===== src/rtl/mfcp_pkg.sv =====
// ----------------------------------------------------------------------------
// mfcp_pkg
// Shared types and constants for the MSB-first code packer.
// ----------------------------------------------------------------------------
package mfcp_pkg;

    localparam int BYTE_W    = 8;
    localparam int VALUE_W   = 16;
    localparam int WIDTH_W   = 5;
    localparam int PEND_W    = 7;
    localparam int PCNT_W    = 3;
    // byte count per word, 0..4 (enough for the largest width limit)
    localparam int NBYTE_W   = 3;

    // command codes carried on tuser
    localparam logic CMD_APPEND = 1'b0;
    localparam logic CMD_FLUSH  = 1'b1;

    // control that goes with a burst of packed bytes
    typedef struct packed {
        logic [NBYTE_W-1:0] nbytes;
        logic               last;
    } mfcp_burst_t;

endpackage


===== src/rtl/mfcp_pack.sv =====
// ----------------------------------------------------------------------------
// mfcp_pack
// Combinational packing step: merges a code into the pending bits and
// splits out every completed byte, or drains the pending bits on flush.
// ----------------------------------------------------------------------------
module mfcp_pack
    import mfcp_pkg::*;
#(
    parameter int MAX_CODE_WIDTH = 16
)
(
    input  logic                        cmd,
    input  logic [VALUE_W-1:0]          code_value,
    input  logic [WIDTH_W-1:0]          code_width,
    input  logic [PEND_W-1:0]           pend_bits,
    input  logic [PCNT_W-1:0]           pend_count,
    output logic [((PEND_W + MAX_CODE_WIDTH) / BYTE_W)-1:0][BYTE_W-1:0] byte_vec,
    output mfcp_burst_t                 burst,
    output logic [PEND_W-1:0]           pend_bits_next,
    output logic [PCNT_W-1:0]           pend_count_next
);

    localparam int ACC_W = PEND_W + MAX_CODE_WIDTH;
    localparam int NB    = ACC_W / BYTE_W;
    localparam int WW    = $clog2(MAX_CODE_WIDTH + 1);
    localparam int CW    = $clog2(ACC_W + 1);

    logic [WIDTH_W:0]       width_ext;
    logic [WW-1:0]          width_sat;
    logic [ACC_W+VALUE_W-1:0] value_wide;
    logic [ACC_W-1:0]       value_ext;
    logic [ACC_W-1:0]       value_mask;
    logic [ACC_W-1:0]       acc;
    logic [ACC_W-1:0]       aligned;
    logic [CW-1:0]          count;
    logic [BYTE_W-1:0]      flush_byte;

    always_comb
    begin
        // saturate width to the limit
        width_ext = {1'b0, code_width};
        if (width_ext > (WIDTH_W+1)'(MAX_CODE_WIDTH))
            width_sat = WW'(MAX_CODE_WIDTH);
        else
            width_sat = WW'(width_ext);

        value_wide = {{ACC_W{1'b0}}, code_value};
        value_ext  = value_wide[ACC_W-1:0];
        value_mask = ~({ACC_W{1'b1}} << width_sat);

        acc     = (ACC_W'(pend_bits) << width_sat) | (value_ext & value_mask);
        count   = CW'(pend_count) + CW'(width_sat);
        // earliest bit to the top of the word
        aligned = acc << (CW'(ACC_W) - count);

        flush_byte = BYTE_W'({pend_bits, 1'b0} << (PCNT_W'(PEND_W) - pend_count));

        for (int i = 0; i < NB; i++)
            byte_vec[i] = aligned[ACC_W-1-BYTE_W*i -: BYTE_W];

        if (cmd == CMD_FLUSH)
        begin
            byte_vec[0]     = flush_byte;
            burst.nbytes    = (pend_count != '0) ? NBYTE_W'(1) : '0;
            burst.last      = 1'b1;
            pend_bits_next  = '0;
            pend_count_next = '0;
        end
        else
        begin
            burst.nbytes    = NBYTE_W'(count >> 3);
            burst.last      = 1'b0;
            pend_count_next = count[PCNT_W-1:0];
            pend_bits_next  = acc[PEND_W-1:0] & ~({PEND_W{1'b1}} << count[PCNT_W-1:0]);
        end
    end

endmodule


===== src/rtl/mfcp_out_buf.sv =====
// ----------------------------------------------------------------------------
// mfcp_out_buf
// Result register: holds one burst of bytes and shifts them out one byte
// per cycle on the byte stream while the receiver is ready.
// ----------------------------------------------------------------------------
module mfcp_out_buf
    import mfcp_pkg::*;
#(
    parameter int NB = 2
)
(
    input  logic                         clk,
    input  logic                         rst_n,
    input  logic                         load,
    input  logic [NB-1:0][BYTE_W-1:0]    load_bytes,
    input  mfcp_burst_t                  load_burst,
    output logic                         can_load,
    output logic [NBYTE_W-1:0]           remaining,
    output logic                         tvalid,
    input  logic                         tready,
    output logic [BYTE_W-1:0]            tdata,
    output logic                         tlast
);

    logic [NB-1:0][BYTE_W-1:0] bytes_reg;
    logic [NBYTE_W-1:0]        rem_reg;
    logic                      last_reg;
    logic                      pop;

    assign tvalid    = (rem_reg != '0);
    assign pop       = tvalid && tready;
    assign tdata     = bytes_reg[0];
    assign tlast     = last_reg && (rem_reg == NBYTE_W'(1));
    assign can_load  = (rem_reg == '0) || (rem_reg == NBYTE_W'(1) && tready);
    assign remaining = rem_reg;

    always_ff @(posedge clk or negedge rst_n)
    begin
        if (!rst_n)
        begin
            rem_reg  <= '0;
            last_reg <= 1'b0;
        end
        else if (load)
        begin
            rem_reg  <= load_burst.nbytes;
            last_reg <= load_burst.last;
        end
        else if (pop)
        begin
            rem_reg  <= rem_reg - NBYTE_W'(1);
        end
    end

    always_ff @(posedge clk)
    begin
        if (load)
            bytes_reg <= load_bytes;
        else if (pop)
        begin
            for (int i = 0; i < NB - 1; i++)
                bytes_reg[i] <= bytes_reg[i+1];
        end
    end

endmodule


===== src/rtl/msb_first_code_packer_core.sv =====
// ----------------------------------------------------------------------------
// msb_first_code_packer_core
// Packs variable-width codes into a byte stream, most significant bit first.
// ----------------------------------------------------------------------------
// Each append word adds the low code_width bits of code_value (width capped
// at MAX_CODE_WIDTH) behind the bits already pending; every byte that fills
// up leaves on the output stream with the earliest bit in bit 7. A flush word
// (tuser = 1) sends the pending partial byte, zero-padded in its low bits,
// with tlast set, and empties the packer; a flush with nothing pending sends
// nothing. Timing: a word is held in the input register, then the
// packing logic loads its bytes into the result register. The result
// register sends one byte per cycle while the receiver is ready, so words
// with zero or one byte go at one per cycle while it is ready, and a word
// completing two bytes (up to four at the widest limit) holds the result
// register until they have left. The byte output port rate sets the
// throughput. A word reaches the output via the input and result registers.
// ----------------------------------------------------------------------------
module msb_first_code_packer_core
    import mfcp_pkg::*;
#(
    parameter int MAX_CODE_WIDTH = 16
)
(
    input  logic        clk,
    input  logic        rst_n,
    // input words
    input  logic        s_axis_tvalid,
    output logic        s_axis_tready,
    input  logic [23:0] s_axis_tdata,  // [15:0] code_value, [20:16] code_width, [23:21] zero
    input  logic        s_axis_tuser,  // [0] command: 0 append, 1 flush
    // output bytes
    output logic        m_axis_tvalid,
    input  logic        m_axis_tready,
    output logic [7:0]  m_axis_tdata,  // [7:0] out_byte
    output logic        m_axis_tlast   // last_byte
);

    localparam int ACC_W = PEND_W + MAX_CODE_WIDTH;
    localparam int NB    = ACC_W / BYTE_W;

    // input register
    logic                  in_valid_reg;
    logic                  cmd_reg;
    logic [VALUE_W-1:0]    value_reg;
    logic [WIDTH_W-1:0]    width_reg;

    // packer state
    logic [PEND_W-1:0]     pend_bits_reg;
    logic [PCNT_W-1:0]     pend_count_reg;
    logic [PEND_W-1:0]     pend_bits_next;
    logic [PCNT_W-1:0]     pend_count_next;

    logic [NB-1:0][BYTE_W-1:0] byte_vec;
    mfcp_burst_t           burst;
    logic                  can_load;
    logic                  fire;
    logic [NBYTE_W-1:0]    remaining;

    // a held word moves into the result register once that is free
    assign fire          = in_valid_reg && can_load;
    assign s_axis_tready = !in_valid_reg || fire;

    always_ff @(posedge clk or negedge rst_n)
    begin
        if (!rst_n)
        begin
            in_valid_reg   <= 1'b0;
            pend_bits_reg  <= '0;
            pend_count_reg <= '0;
        end
        else
        begin
            if (s_axis_tready)
                in_valid_reg <= s_axis_tvalid;
            if (fire)
            begin
                pend_bits_reg  <= pend_bits_next;
                pend_count_reg <= pend_count_next;
            end
        end
    end

    always_ff @(posedge clk)
    begin
        if (s_axis_tready && s_axis_tvalid)
        begin
            cmd_reg   <= s_axis_tuser;
            value_reg <= s_axis_tdata[VALUE_W-1:0];
            width_reg <= s_axis_tdata[VALUE_W+WIDTH_W-1:VALUE_W];
        end
    end

    mfcp_pack #(
        .MAX_CODE_WIDTH (MAX_CODE_WIDTH)
    ) u_pack (
        .cmd             (cmd_reg),
        .code_value      (value_reg),
        .code_width      (width_reg),
        .pend_bits       (pend_bits_reg),
        .pend_count      (pend_count_reg),
        .byte_vec        (byte_vec),
        .burst           (burst),
        .pend_bits_next  (pend_bits_next),
        .pend_count_next (pend_count_next)
    );

    mfcp_out_buf #(
        .NB (NB)
    ) u_out_buf (
        .clk        (clk),
        .rst_n      (rst_n),
        .load       (fire),
        .load_bytes (byte_vec),
        .load_burst (burst),
        .can_load   (can_load),
        .remaining  (remaining),
        .tvalid     (m_axis_tvalid),
        .tready     (m_axis_tready),
        .tdata      (m_axis_tdata),
        .tlast      (m_axis_tlast)
    );

`ifndef NO_ASSERTIONS
    // result register never holds more bytes than one word can make
    a_rem_bound: assert property (@(posedge clk) disable iff (!rst_n)
        remaining <= NBYTE_W'(NB))
        else $error("result register over-filled");

    // a held input word is not dropped before it is packed
    a_hold_word: assert property (@(posedge clk) disable iff (!rst_n)
        in_valid_reg && !fire |=> in_valid_reg)
        else $error("input word lost");

    // a packed flush leaves nothing pending
    a_flush_empties: assert property (@(posedge clk) disable iff (!rst_n)
        fire && cmd_reg == CMD_FLUSH |=> pend_count_reg == '0 && pend_bits_reg == '0)
        else $error("flush left pending bits");

    // tlast only on the final byte of a burst
    a_last_final: assert property (@(posedge clk) disable iff (!rst_n)
        m_axis_tlast |-> m_axis_tvalid && remaining == NBYTE_W'(1))
        else $error("tlast on a non-final byte");
`endif

endmodule


===== config.mk =====
export PLATFORM = sky130hd
export DESIGN_NAME = msb_first_code_packer_core
export DESIGN_NICKNAME = d
export VERILOG_FILES = /design/src/rtl/mfcp_pkg.sv /design/src/rtl/mfcp_pack.sv /design/src/rtl/mfcp_out_buf.sv /design/src/rtl/msb_first_code_packer_core.sv
export SDC_FILE = /design/constraint.sdc
export NUM_CORES = 1
export LEC_CHECK = 0
export ABC_AREA = 0
export BUFFER_PORTS_ARGS = -buffer_cell sky130_fd_sc_hd__buf_2
export CORE_MARGIN = 3
export CORE_UTILIZATION = 61
export CTS_CLUSTER_SIZE = 20
export DETAILED_ROUTE_END_ITERATION = 8
export PLACE_DENSITY_LB_ADDON = 0.3
export SLEW_MARGIN = 20
export SYNTH_ARGS = -nofsm -noshare
export SYNTH_HDL_FRONTEND = slang
export SYNTH_SLANG_ARGS = --single-unit

===== constraint.sdc =====
create_clock -name clk -period 4.75 [get_ports clk]
set_input_delay 0.475 -clock clk [delete_from_list [all_inputs] [get_ports clk]]
set_output_delay 0.475 -clock clk [all_outputs]
set_load 0.05 [all_outputs]

==> impl_metrics.py <==
metrics = {
    "floorplanning": {
        "fp.dieH_microns": 94.5,
        "die_w_microns": 94.5,
        "start_util_pct": 64.5,
        "core_area_sq_um": 7410,
        "rows": 31,
        "die_area_sq_um": 8940,
        "ios": 40,
    },
    "final_layout": {
        "layout_common_cells": "nand2_1 (67), edfxtp_1 (38), nor2_1 (37)",
        "antenna_cells": 0,
        "fillerInstances": 610,
        "drive_gt1_share_pct": 17.2,
        "largest_reg_flops": 16,
        "area_growth_pct": 4.27,
        "ff_latch_area_sq_um": 1520,
        "fin_cells": 650,
        "finalNetCount": 585,
        "layout_commonest_cell": "nand2_1",
        "final_core_util_pct": 67.3,
        "multiInputGateArea_sq_um": 2900,
    },
    "timing": {
        "hold_viol": 0,
        "rsz0062_at_grt": "false",
        "period_share_pct": 75.4,
        "max_slew_margin_pct": 26.9,
        "fmax_mhz": 279,
        "setup_viol": 0,
        "slew_violations": 0,
        "final.setup.tns_ns": 0,
        "clock_skew_ns": 0.0118,
        "tightest_slew_ns": 1.08,
        "finalCriticalPeriod_ns": 3.58,
    },
    "global_routing": {
        "grt_pass1_vias": 4281,
        "grt_pass1_wl_mm": 23.1,
        "grt_max_degree": 49,
        "grt_util_all_layers_pct": 33.8,
        "grt_overflow": 0,
        "antenna_found_initial": 0,
    },
    "setup_path": {
        "path_delay_family": "adder cells",
        "path_max_fanout": 16,
        "worst_ep_required_time_ns": 4.82,
        "cp_data_arrival_time_ns": 3.66,
        "worstSetupStartpointType": "flip-flop",
        "critPathMaxStageDelay_ns": 0.66,
        "cp_num_buf_inv": 1,
        "criticalPathCategory": "flip-flop to flip-flop",
        "path_cells": "inv_1 -> xnor2_1 -> ha_1 -> a21oi_2 -> maj3_1 -> o21bai_1 -> ha_1 -> and3_1 -> a221o_1 -> a211o_1",
        "cp-end-kind": "flip-flop",
        "slowest_stage": "dfrtp_1",
        "cpMostUsedCell": "ha_1",
    },
    "cts": {
        "cts.sinks": 53,
        "clkSlewWorstSetupHoldPaths_ns": 0.09,
        "post_cts_buffers": 0,
        "cts_buffers": 5,
        "root_buffer": "clkbuf_8",
        "clk_latency_ns": 0.32,
        "tritoncts": "yes",
        "cts_resized": 0,
        "htree_num_levels": 2,
        "postCtsHoldBufs": 0,
        "ctsLongestPathBuffers": 2,
    },
    "placed_design": {
        "routabilityCongestion": 1.02,
        "port_buffers": 36,
        "hpwl_mm": 10.7,
        "placed_cells": 642,
    },
    "status": {
        "status": "complete, no violations",
    },
    "synth": {
        "seq_area_frac_synth_pct": 31.7,
        "netlist_area_sq_um": 4780,
        "synth_edf_count": 38,
        "ys_warn_count": 0,
        "synthArstFlopShare_pct": 28.3,
        "synth_area_per_cell_sq_um": 8.63,
        "ys_ff_latch": 53,
        "ys.flop_type": "edfxtp_1",
        "netlist_instances": 554,
        "synth_nets": 589,
        "yosysUniqueCellTypes": 89,
    },
    "hold_path": {
        "hp-class": "input pin to asynchronous set/reset pin",
    },
    "pwr": {
        "p_switching_mw": 2.21,
        "comb_power_share_pct": 69.3,
        "clkPwrFrac_pct": 7.8,
        "ir_drop_mv": 0.359,
        "netSwitchingFraction_pct": 54.7,
        "power_leakage_nw": 1.85,
        "internal_power_mw": 1.83,
        "p_seq_share_pct": 22.9,
        "power_density_nw_per_um2": 811,
    },
    "route": {
        "drtIter0Drc": 868,
        "dr.pass1.iters": 5,
        "postRouteAntennaNets": 0,
        "totalWireLength_mm": 14.5,
        "vias_per_cell": 7.27,
        "drc_errors": 0,
        "vias": 4728,
        "post_drt_wl_per_cell_microns": 22.4,
    },
    "job": {
        "cap_violations": 0,
    },
}
-- cell families after synthesis --
logic type / share of synthesized area [%]
adder cells (fa/ha/maj): 1.78
flip-flops: 31.7
XOR/XNOR: 1.07
buffers and inverters: 7.90
AND/OR/NAND/NOR: 20.2
multiplexers: 6.91
AO/OA/AOI/OAI: 30.4
-- worst reg2reg max path, delay by kind of cell, from the launching register on --
kind | cells | cell delay, ns
AND/OR/NAND/NOR | 1 | 0.26
XOR/XNOR | 1 | 0.21
AO/OA/AOI/OAI | 4 | 0.97
adder cells (fa/ha/maj) | 3 | 1.04
buffers and inverters | 1 | 0.20
flip-flops | 1 | 0.66
-- final timing paths --
path,from,endpoint,slack (ns),cells after the start
hold reg to reg,u_out_buf.last_reg,u_out_buf.last_reg,0.49,2
setup reg to reg,pend_count_reg[1],u_out_buf.tdata[3],1.17,10
setup / recovery,pend_count_reg[1],u_out_buf.tdata[3],1.17,10
max in group asynchronous,rst_n,pend_bits_reg[5],4.45,1
hold / removal,rst_n,u_out_buf.remaining[2],0.05,1
min in group clk,s_axis_tdata[12],value_reg[12],0.32,1
-- area by class of cell --
cell class	instances	share of cell area, %
clock inverter	2	0.703
inverter	17	1.28
sequential	53	30.4
clock buffer	6	1.46
multi-input combinational	424	58.1
timing repair buffer	49	5.57
tap	99	2.48
-- power by group through the flow --
stage | combinational (mW) | clock [mW] | sequential [mW]
3_5_place_dp | 2.71 | 0 | 0.932
2_1_floorplan | 2.20 | 0 | 0.807
3_3_place_gp | 2.66 | 0 | 0.920
5_1_grt | 3.03 | 0.334 | 0.947
4_1_cts | 2.73 | 0.323 | 0.919
6_report | 2.80 | 0.314 | 0.927
-- per-layer routing --
metal / global-route usage, % / routed length [microns] / vias up
met4: 11.8 / 509 / 0
met3: 8.84 / 1670 / 47
met5: 0 / 0 / -
met1: 47.2 / 5930 / 2218
li1: - / - / 2142
met2: 50.9 / 6420 / 321
-- per-stage QoR --
stage	total power, mW	hold WS, ns	instance area, sq um	setup WS, ns
2_1_floorplan	3.01	0.179	4780	1.45
3_3_place_gp	3.58	0.395	4880	1.32
3_5_place_dp	3.65	0.396	4880	1.24
4_1_cts	3.97	0.0472	4980	1.23
5_1_grt	4.31	0.0626	4980	0.978
6_report	4.04	0.0474	4980	1.17
-- cell usage after synthesis, types with 4 or more instances --
master / instances / share of area (%)
clkbuf_1: 28 / 2.2
o211ai_1: 17 / 2.7
dfrtp_1: 15 / 7.9
o32ai_1: 4 / 0.73
nor2b_1: 5 / 0.65
nor2_1: 37 / 2.9
buf_2: 14 / 1.5
a221oi_1: 5 / 0.92
a32o_1: 6 / 1.3
o21ai_0: 35 / 3.7
nand2_1: 67 / 5.3
nand3_1: 13 / 1.4
o31a_1: 5 / 0.92
o31ai_1: 10 / 1.6
mux2_2: 14 / 3.3
ha_1: 6 / 1.6
a211oi_1: 14 / 2.2
nor4_1: 4 / 0.52
o311ai_0: 7 / 1.3
a21o_1: 8 / 1.3
edfxtp_1: 38 / 24
and3b_1: 7 / 1.3
a21oi_1: 20 / 2.1
and3_1: 4 / 0.52
nand2b_1: 5 / 0.65
a31oi_1: 7 / 0.92
buf_6: 4 / 0.94
nand4_1: 5 / 0.65
nor3_1: 21 / 2.2
mux2i_1: 9 / 1.9
inv_1: 16 / 1.3
buf_4: 11 / 1.7
o221ai_1: 7 / 1.3
Note: power is estimated with default switching activity, not from simulation.
